`config.mk`:
```
export PLATFORM = sky130hd
export DESIGN_NAME = rtp_h264_nal_packetizer
export DESIGN_NICKNAME = d
export VERILOG_FILES = /design/src/rtl/rtp_pkg.sv /design/src/rtl/rtp_front.sv /design/src/rtl/rtp_cmdq.sv /design/src/rtl/rtp_back.sv /design/src/rtl/rtp_h264_nal_packetizer.sv
export SDC_FILE = /design/constraint.sdc
export NUM_CORES = 1
export LEC_CHECK = 0
export ABC_AREA = 1
export BUFFER_PORTS_ARGS = -buffer_cell sky130_fd_sc_hd__buf_2
export CORE_ASPECT_RATIO = 2
export CORE_UTILIZATION = 35
export DETAILED_ROUTE_END_ITERATION = 7
export MAX_ROUTING_LAYER = met4
export PLACE_DENSITY = 0.46
export SYNTH_ARGS = -nofsm -noshare
export SYNTH_HDL_FRONTEND = slang
export SYNTH_SLANG_ARGS = --single-unit
```
`constraint.sdc`:
```
create_clock -name clk -period 6.9 [get_ports clk]
set_input_delay 1.38 -clock clk [delete_from_list [all_inputs] [get_ports clk]]
set_output_delay 1.38 -clock clk [all_outputs]
set_load 0.01 [all_outputs]
```
`src/rtl/rtp_pkg.sv`:
```
`timescale 1ns / 1ps
`default_nettype none

package rtp_pkg;

  // Register indexes on the configuration port
  localparam logic [1:0] CFG_SSRC = 2'd0;
  localparam logic [1:0] CFG_PT   = 2'd1;
  localparam logic [1:0] CFG_MAX  = 2'd2;

  localparam logic [31:0] SSRC_RESET = 32'h1234_5678;
  localparam logic [6:0]  PT_RESET   = 7'd96;
  localparam logic [13:0] MAX_RESET  = 14'd1400;
  localparam logic [13:0] MAX_FLOOR  = 14'd16;

  localparam int LEN_BITS_DEF = 24;
  localparam int QDEPTH_DEF   = 4;

  localparam logic [7:0] RTP_VER_BYTE = 8'h80;
  localparam logic [7:0] FU_A_TYPE    = 8'd28;
  localparam logic [7:0] NRI_MASK     = 8'h60;

  // Byte positions within one packet command
  localparam logic [3:0] POS_VER     = 4'd0;
  localparam logic [3:0] POS_PT      = 4'd1;
  localparam logic [3:0] POS_SEQ_HI  = 4'd2;
  localparam logic [3:0] POS_SEQ_LO  = 4'd3;
  localparam logic [3:0] POS_TS3     = 4'd4;
  localparam logic [3:0] POS_TS2     = 4'd5;
  localparam logic [3:0] POS_TS1     = 4'd6;
  localparam logic [3:0] POS_TS0     = 4'd7;
  localparam logic [3:0] POS_SSRC3   = 4'd8;
  localparam logic [3:0] POS_SSRC2   = 4'd9;
  localparam logic [3:0] POS_SSRC1   = 4'd10;
  localparam logic [3:0] POS_SSRC0   = 4'd11;
  localparam logic [3:0] POS_FU_IND  = 4'd12;
  localparam logic [3:0] POS_FU_HDR  = 4'd13;
  localparam logic [3:0] POS_DATA    = 4'd14;

  // One classified NAL byte: optional RTP header, optional FU bytes, then data
  typedef struct packed {
    logic        hdr;
    logic        fu;
    logic        marker;
    logic [15:0] seq;
    logic [31:0] stamp;
    logic [7:0]  fu_ind;
    logic [7:0]  fu_hdr;
    logic [7:0]  data;
    logic        last;
  } rtp_cmd_t;

endpackage

`default_nettype wire

```
`src/rtl/rtp_front.sv`:
```
`timescale 1ns / 1ps
`default_nettype none

module rtp_front
  import rtp_pkg::*;
#(
  parameter int LEN_BITS = LEN_BITS_DEF
) (
  input  wire logic        clk,
  input  wire logic        rst,
  input  wire logic        accept,
  input  wire logic [7:0]  nal_byte,
  input  wire logic        nal_first,
  input  wire logic [23:0] nal_length,
  input  wire logic        au_end,
  input  wire logic [31:0] stamp,
  input  wire logic [13:0] max_payload,
  output rtp_cmd_t         cmd,
  output logic             cmd_valid
);

  localparam int CW = (LEN_BITS > 14) ? LEN_BITS : 14;

  logic [15:0]         seq_counter, seq_counter_next;
  logic                fragment_mode, fragment_mode_next;
  logic [LEN_BITS-1:0] bytes_left, bytes_left_next;
  logic [13:0]         fill_count, fill_count_next;
  logic [7:0]          saved_header, saved_header_next;
  logic                first_fragment, first_fragment_next;
  logic [31:0]         saved_stamp, saved_stamp_next;
  logic                saved_marker, saved_marker_next;

  logic [LEN_BITS-1:0] len_in, len, bl_dec;
  logic [13:0]         eff_max, room, fill_new;
  logic                endf, fits;

  always_comb begin
    len_in   = LEN_BITS'(nal_length);
    len      = (len_in == '0) ? LEN_BITS'(1) : len_in;
    eff_max  = (max_payload < MAX_FLOOR) ? MAX_FLOOR : max_payload;
    room     = eff_max - 14'd2;
    fits     = CW'(len) <= CW'(eff_max);
    bl_dec   = bytes_left - LEN_BITS'(1);
    endf     = CW'(bytes_left) <= CW'(room);
    fill_new = fill_count + 14'd1;

    seq_counter_next    = seq_counter;
    fragment_mode_next  = fragment_mode;
    bytes_left_next     = bytes_left;
    fill_count_next     = fill_count;
    saved_header_next   = saved_header;
    first_fragment_next = first_fragment;
    saved_stamp_next    = saved_stamp;
    saved_marker_next   = saved_marker;

    cmd_valid  = 1'b0;
    cmd.hdr    = 1'b0;
    cmd.fu     = 1'b0;
    cmd.marker = 1'b0;
    cmd.seq    = seq_counter;
    cmd.stamp  = saved_stamp;
    cmd.fu_ind = FU_A_TYPE | (saved_header & NRI_MASK);
    cmd.fu_hdr = {first_fragment, endf, 1'b0, saved_header[4:0]};
    cmd.data   = nal_byte;
    cmd.last   = 1'b0;

    if (nal_first) begin
      saved_header_next   = nal_byte;
      saved_stamp_next    = stamp;
      saved_marker_next   = au_end;
      fill_count_next     = '0;
      first_fragment_next = 1'b1;
      bytes_left_next     = len - LEN_BITS'(1);
      fragment_mode_next  = !fits;
      if (fits) begin
        cmd_valid        = 1'b1;
        cmd.hdr          = 1'b1;
        cmd.marker       = au_end;
        cmd.stamp        = stamp;
        cmd.last         = (len == LEN_BITS'(1));
        seq_counter_next = seq_counter + 16'd1;
      end
    end else if (bytes_left != '0) begin
      bytes_left_next = bl_dec;
      cmd_valid       = 1'b1;
      if (!fragment_mode) begin
        cmd.last = (bl_dec == '0);
      end else begin
        // Open a new fragment when nothing is in the current one yet
        if (fill_count == '0) begin
          cmd.hdr          = 1'b1;
          cmd.fu           = 1'b1;
          cmd.marker       = saved_marker & endf;
          seq_counter_next = seq_counter + 16'd1;
        end
        cmd.last        = (bl_dec == '0) || (fill_new >= room);
        fill_count_next = fill_new;
        if (cmd.last) begin
          fill_count_next     = '0;
          first_fragment_next = 1'b0;
        end
        if (bl_dec == '0) begin
          fragment_mode_next = 1'b0;
        end
      end
    end
  end

  always_ff @(posedge clk) begin
    if (rst) begin
      seq_counter    <= '0;
      fragment_mode  <= 1'b0;
      bytes_left     <= '0;
      fill_count     <= '0;
      first_fragment <= 1'b1;
      saved_header   <= '0;
      saved_stamp    <= '0;
      saved_marker   <= 1'b0;
    end else if (accept) begin
      seq_counter    <= seq_counter_next;
      fragment_mode  <= fragment_mode_next;
      bytes_left     <= bytes_left_next;
      fill_count     <= fill_count_next;
      first_fragment <= first_fragment_next;
      saved_header   <= saved_header_next;
      saved_stamp    <= saved_stamp_next;
      saved_marker   <= saved_marker_next;
    end
  end

endmodule

`default_nettype wire

```
`src/rtl/rtp_cmdq.sv`:
```
`timescale 1ns / 1ps
`default_nettype none

module rtp_cmdq
  import rtp_pkg::*;
#(
  parameter int QDEPTH = QDEPTH_DEF
) (
  input  wire logic clk,
  input  wire logic rst,
  input  wire logic wr,
  input  rtp_cmd_t  wr_cmd,
  input  wire logic rd,
  output rtp_cmd_t  rd_cmd,
  output logic      q_full,
  output logic      q_empty
);

  localparam int PW = (QDEPTH > 1) ? $clog2(QDEPTH) : 1;
  localparam int CNTW = $clog2(QDEPTH + 1);

  rtp_cmd_t        slots [QDEPTH];
  logic [PW-1:0]   wr_ptr, rd_ptr;
  logic [CNTW-1:0] count;
  logic            do_wr, do_rd;

  assign q_full  = (count == CNTW'(QDEPTH));
  assign q_empty = (count == '0);
  assign do_wr   = wr && !q_full;
  assign do_rd   = rd && !q_empty;
  assign rd_cmd  = slots[rd_ptr];

  always_ff @(posedge clk) begin
    if (do_wr) begin
      slots[wr_ptr] <= wr_cmd;
    end
  end

  always_ff @(posedge clk) begin
    if (rst) begin
      wr_ptr <= '0;
      rd_ptr <= '0;
      count  <= '0;
    end else begin
      if (do_wr) begin
        wr_ptr <= (wr_ptr == PW'(QDEPTH - 1)) ? '0 : wr_ptr + PW'(1);
      end
      if (do_rd) begin
        rd_ptr <= (rd_ptr == PW'(QDEPTH - 1)) ? '0 : rd_ptr + PW'(1);
      end
      if (do_wr && !do_rd) begin
        count <= count + CNTW'(1);
      end else if (do_rd && !do_wr) begin
        count <= count - CNTW'(1);
      end
    end
  end

endmodule

`default_nettype wire

```
`src/rtl/rtp_back.sv`:
```
`timescale 1ns / 1ps
`default_nettype none

module rtp_back
  import rtp_pkg::*;
(
  input  wire logic        clk,
  input  wire logic        rst,
  input  rtp_cmd_t         head,
  input  wire logic        q_empty,
  output logic             q_rd,
  input  wire logic [31:0] ssrc_id,
  input  wire logic [6:0]  payload_kind,
  output logic             empty,
  input  wire logic        pop,
  output logic [7:0]       pkt_byte,
  output logic             pkt_last
);

  rtp_cmd_t   cur;
  logic       cur_valid;
  logic [3:0] pos;
  logic       take, fin, load;

  assign take  = cur_valid && pop;
  assign fin   = take && (pos == POS_DATA);
  assign load  = !q_empty && (!cur_valid || fin);
  assign q_rd  = load;
  assign empty = !cur_valid;

  always_ff @(posedge clk) begin
    if (load) begin
      cur <= head;
    end
  end

  always_ff @(posedge clk) begin
    if (rst) begin
      cur_valid <= 1'b0;
      pos       <= POS_VER;
    end else begin
      if (load) begin
        cur_valid <= 1'b1;
        pos       <= head.hdr ? POS_VER : POS_DATA;
      end else if (fin) begin
        cur_valid <= 1'b0;
      end else if (take) begin
        // skip the FU bytes for a whole NAL
        if (pos == POS_SSRC0) begin
          pos <= cur.fu ? POS_FU_IND : POS_DATA;
        end else begin
          pos <= pos + 4'd1;
        end
      end
    end
  end

  always_comb begin
    pkt_last = (pos == POS_DATA) && cur.last;
    unique case (pos)
      POS_VER:    pkt_byte = RTP_VER_BYTE;
      POS_PT:     pkt_byte = {cur.marker, payload_kind};
      POS_SEQ_HI: pkt_byte = cur.seq[15:8];
      POS_SEQ_LO: pkt_byte = cur.seq[7:0];
      POS_TS3:    pkt_byte = cur.stamp[31:24];
      POS_TS2:    pkt_byte = cur.stamp[23:16];
      POS_TS1:    pkt_byte = cur.stamp[15:8];
      POS_TS0:    pkt_byte = cur.stamp[7:0];
      POS_SSRC3:  pkt_byte = ssrc_id[31:24];
      POS_SSRC2:  pkt_byte = ssrc_id[23:16];
      POS_SSRC1:  pkt_byte = ssrc_id[15:8];
      POS_SSRC0:  pkt_byte = ssrc_id[7:0];
      POS_FU_IND: pkt_byte = cur.fu_ind;
      POS_FU_HDR: pkt_byte = cur.fu_hdr;
      POS_DATA:   pkt_byte = cur.data;
      default:    pkt_byte = cur.data;
    endcase
  end

endmodule

`default_nettype wire

```
`src/rtl/rtp_h264_nal_packetizer.sv`:
```
`timescale 1ns / 1ps
`default_nettype none

// RTP packetizer for H.264 NAL units (single NAL packets and FU-A fragments).
// Input channel: one NAL byte per beat (push/full). The first byte of a NAL
// carries nal_first, nal_length, au_end and stamp. Output channel: one RTP
// packet byte per beat (empty/pop), header first, pkt_last on the final byte.
// Configuration: write cfg_data to register cfg_index (0 SSRC, 1 payload type,
// 2 max payload) while cfg_we is high; write only while the block is idle.
// Structure: the front classifies each input beat and runs the NAL/fragment
// state and the sequence counter, pushing one command per beat that yields
// output into a 4-entry queue; the back expands a command into 1, 13 or 15
// output bytes (data, header + data, header + FU indicator/header + data).
// Flow: an accepted beat's command is written into the queue, then loaded
// into the back's current-command register, where its first byte shows.
// Rates: one input beat per cycle while full is low and one output beat per
// cycle while pop is high; each packet header adds 12 output bytes (14 for
// FU-A), absorbed by the queue and full, so the back's output sets the input rate.
// Reset: registers return to SSRC 0x12345678, payload type 96, max payload
// 1400; the sequence number restarts at 0 and the queue empties.
// Stall: while pop is low the current byte holds; the queue fills and full
// rises once it holds QDEPTH (4 by default) commands.
module rtp_h264_nal_packetizer
  import rtp_pkg::*;
#(
  parameter int LEN_BITS = LEN_BITS_DEF,
  parameter int QDEPTH   = QDEPTH_DEF
) (
  input  wire logic        clk,
  input  wire logic        rst,
  input  wire logic        push,
  output logic             full,
  input  wire logic [7:0]  nal_byte,
  input  wire logic        nal_first,
  input  wire logic [23:0] nal_length,
  input  wire logic        au_end,
  input  wire logic [31:0] stamp,
  output logic             empty,
  input  wire logic        pop,
  output logic [7:0]       pkt_byte,
  output logic             pkt_last,
  input  wire logic        cfg_we,
  input  wire logic [1:0]  cfg_index,
  input  wire logic [31:0] cfg_data
);

  logic [31:0] ssrc_id;
  logic [6:0]  payload_kind;
  logic [13:0] max_payload;

  rtp_cmd_t front_cmd, head;
  logic     front_valid, accept, q_full, q_empty, q_rd;

  // Configuration registers
  always_ff @(posedge clk) begin
    if (rst) begin
      ssrc_id      <= SSRC_RESET;
      payload_kind <= PT_RESET;
      max_payload  <= MAX_RESET;
    end else if (cfg_we) begin
      unique case (cfg_index)
        CFG_SSRC: ssrc_id      <= cfg_data;
        CFG_PT:   payload_kind <= cfg_data[6:0];
        CFG_MAX:  max_payload  <= cfg_data[13:0];
        default:  ;
      endcase
    end
  end

  // Hold input whenever the queue cannot take another command
  assign full   = q_full;
  assign accept = push && !q_full;

  rtp_front #(
    .LEN_BITS(LEN_BITS)
  ) u_front (
    .clk         (clk),
    .rst         (rst),
    .accept      (accept),
    .nal_byte    (nal_byte),
    .nal_first   (nal_first),
    .nal_length  (nal_length),
    .au_end      (au_end),
    .stamp       (stamp),
    .max_payload (max_payload),
    .cmd         (front_cmd),
    .cmd_valid   (front_valid)
  );

  rtp_cmdq #(
    .QDEPTH(QDEPTH)
  ) u_cmdq (
    .clk     (clk),
    .rst     (rst),
    .wr      (accept && front_valid),
    .wr_cmd  (front_cmd),
    .rd      (q_rd),
    .rd_cmd  (head),
    .q_full  (q_full),
    .q_empty (q_empty)
  );

  rtp_back u_back (
    .clk          (clk),
    .rst          (rst),
    .head         (head),
    .q_empty      (q_empty),
    .q_rd         (q_rd),
    .ssrc_id      (ssrc_id),
    .payload_kind (payload_kind),
    .empty        (empty),
    .pop          (pop),
    .pkt_byte     (pkt_byte),
    .pkt_last     (pkt_last)
  );

endmodule

`default_nettype wire

```
==> impl_metrics.tcl <==
set metrics [dict create \
    outcome "finished clean" \
    final_cell_mix "381 x nor2_1, 344 x edfxtp_1, 334 x nand2_1, 252 x o21ai_0, 194 x inv_1" \
    finalPower_uw 9460 \
    grt_usage_pct 22.0 \
    p_seq_share_pct 44.0 \
    async_flop_share_pct 0 \
    initial_utilization_pct 35.4 \
    period_minus_slack_ns 4.93 \
    cts_tree "built" \
    clockBufferDepth 3 \
    htree_levels 2 \
    critPathCapture "u_cmdq.count[1]" \
    cts-resized-gates 0 \
    vdd_drop_max_mv 0.220 \
    row_count 132 \
    r2r-start "max_payload[13]" \
    dieArea_um2 66600 \
    cts_sinks 507 \
    ys.flop_type "edfxtp_1" \
    fin_crit_sh_pct 71.5 \
    clk_pin_slew_ns 0.06 \
    r2r_end "u_front.fill_count[5]" \
    syn-num-nets 2569 \
    post_cts_buffers 0 \
    grt_pass1_wl_mm 106 \
    synth.avg_cell_area_um2 9.55 \
    hold_class "reg -> reg" \
    numCtsBuffers 49 \
    final_common_cell "nor2_1" \
    fmax_ghz 0.203 \
    synth_edf_count 344 \
    critical_path.startpoint "nal_length[17]" \
    report.final.slew_viol_count 0 \
    nNetsFinal 2642 \
    drtAntennaViolNets 0 \
    vias 17400 \
    p_int_uw 6190 \
    antenna_found_initial 2 \
    final_core_util_pct 40.3 \
    wirelength_mm 71.4 \
    critPathLaunchType "primary input" \
    grt_max_degree 85 \
    drive_above_1_share_pct 10.0 \
    yosysWarningCount 0 \
    ctsHoldBuffers 0 \
    p_comb_share_pct 25.7 \
    vias_per_cell 5.14 \
    setup_viol 0 \
    r2r_cells 20 \
    p_leak_uw 0.00994 \
    finalClockSkew_ns 0.0174 \
    p_sw_uw 3270 \
    drt_iter0_drc 1153 \
    clkPwrFrac_pct 30.3 \
    ys_seq_elements 507 \
    io_buffers 115 \
    synth.distinct_cells 51 \
    dr.pass1.iters 7 \
    synth_area_um2 22900 \
    wl_per_cell_um 21.1 \
    clock_latency_ns 0.59 \
    swShare_pct 34.6 \
    fillers 6477 \
    cap_violations 0 \
    tightest_slew_ns 1.00 \
    grt-ovfl-total 0 \
    areaGrowthSynthToFinish_pct 13.8 \
    crit_type "in -> reg" \
    gp_congestion 0.943 \
    dp_hpwl_mm 49.5 \
    die_y_um 364 \
    hold_violations 0 \
    finalSetupTns_ns 0 \
    root_buffer "clkbuf_16" \
    min_from "u_front.saved_stamp[9]" \
    syn_inst 2403 \
    r2r_slack_ns 2.54 \
    rsz0062_at_grt "no" \
    yosysSeqAreaShare_pct 59.3 \
    timing.hold.ws_ns 0.450 \
    die_w_um 183 \
    ios 116 \
    grt_pass1_vias 17100 \
    slew_headroom_pct 33.0 \
    critPathRequiredTime_ns 7.37 \
    coreArea_um2 64700 \
    power_density_nw_per_um2 362 \
    crit_path_end_kind "register" \
    cp_max_fo 16 \
    cp.arrival_ns 5.40 \
    drcViolationCount 0 \
]
==> sequential cells by signal, summed over array words and instances, names as in the netlist, 2 cells and up, named ones only <==
signal and flops:
u_cmdq.wr_ptr 2, u_cmdq.rd_ptr 2, ssrc_id 32, u_front.bytes_left 24
payload_kind 7, u_cmdq.count 3, max_payload 14, u_front.saved_header 7
u_back.pos 4, u_front.saved_stamp 32, u_back.cur 68, u_front.fill_count 14
u_front.seq_counter 16, u_cmdq.slots 276
==> layer usage <==
metal,global-route usage (%),part of all wire [%],up-vias,wire length [µm]
li1,-,-,8440,-
met4,10.1,4.6,0,3320
met1,23.3,39,8393,27600
met2,40.6,53,445,38100
met3,2.18,3.4,130,2410
met5,-,0,-,0
==> critical path, stage by stage <==
cell and delay, ns:
buf_2 0.13, nor2_1 0.15, nand2_1 0.13, nor2_2 0.29
nand4_1 0.16, nand2_1 0.16, inv_1 0.15, ha_1 0.22
inv_1 0.05, a21oi_1 0.05, o21ai_0 0.15, nand2_1 0.07
nand3_1 0.07, nand3_1 0.06, nand2_1 0.11, nand3_2 0.39
nand2_1 0.57, inv_1 0.18, ha_1 0.21, inv_1 0.10
fa_1 0.42, o21ai_0 0.15, nor2_1 0.05
==> power by group through the flow <==
stage / registers (µW) / clock network (µW) / logic [µW]
after global routing: 4200 / 3030 / 2680
final: 4160 / 2860 / 2430
after global placement: 4230 / 0 / 2440
after detailed placement: 4230 / 0 / 2480
after floorplan: 4040 / 0 / 1590
after CTS: 4170 / 2940 / 2480
==> how the worst min path moves through the flow <==
stage	end	slack (ns)	cells after the start
6_report	u_front.saved_stamp[9]	0.45	2
5_1_grt	u_front.saved_stamp[18]	0.46	2
4_1_cts	u_front.saved_stamp[9]	0.45	2
3_5_place_dp	payload_kind[6]	0.44	2
3_3_place_gp	u_front.saved_stamp[10]	0.44	2
2_1_floorplan	ssrc_id[10]	0.43	2
==> stage by stage <==
step | std cells | cell area (µm²) | setup WS (ns)
2_1_floorplan | 2403 | 22900 | 0.536
3_3_place_gp | 3296 | 24400 | 1.42
3_5_place_dp | 3296 | 24400 | 1.40
4_1_cts | 3386 | 26100 | 2.03
5_1_grt | 3388 | 26100 | 1.61
6_report | 3389 | 26100 | 1.97
==> cells by family after synthesis <==
| group | after synthesis | synth area share, % |
|---|---|---|
| AND/OR/NAND/NOR | 927 | 17.0 |
| adder cells (fa/ha/maj) | 61 | 3.36 |
| XOR/XNOR | 49 | 1.87 |
| AO/OA/AOI/OAI | 540 | 13.1 |
| buffers and inverters | 318 | 5.41 |
| multiplexers | 1 | 0.0436 |
| flip-flops | 507 | 59.3 |
==> synth_stat cells, types with 5 or more instances <==
cell type    n  area [µm²]
a211oi_1     7        52.6
a21oi_1    151         756
a221oi_1    15         131
a22o_1       5        43.8
a31oi_1      6        37.5
buf_2       11        55.1
clkbuf_1    97         364
dfxtp_1    163        3260
edfxtp_1   344       10300
ha_1        60         751
inv_1      197         739
nand2_1    336        1260
nand3_1    101         505
nand3b_1     9        67.6
nand4_1     37         231
nor2_1     385        1450
nor2_2       9        56.3
nor3_1      25         125
nor4_1       8        50.1
o211ai_1    16         120
o21ai_0    252        1260
o21ai_1      6        30.0
o22ai_1     68         425
xnor2_1     13         114
xor2_1      36         315
==> final cells by class <==
class                           instances  area (µm²)  share of cell area (%)
Clock inverter                         27         384                    1.47
Sequential cell                       507       13600                    52.1
Antenna cell                            3        7.51                  0.0287
Clock buffer                           63        1300                    4.97
Timing Repair Buffer                  137         816                    3.12
Inverter                              203         768                    2.94
Multi-Input combinational cell       1578        8150                    31.2
Tap cell                              871        1090                    4.17
Note: power is estimated with default switching activity, not from simulation.
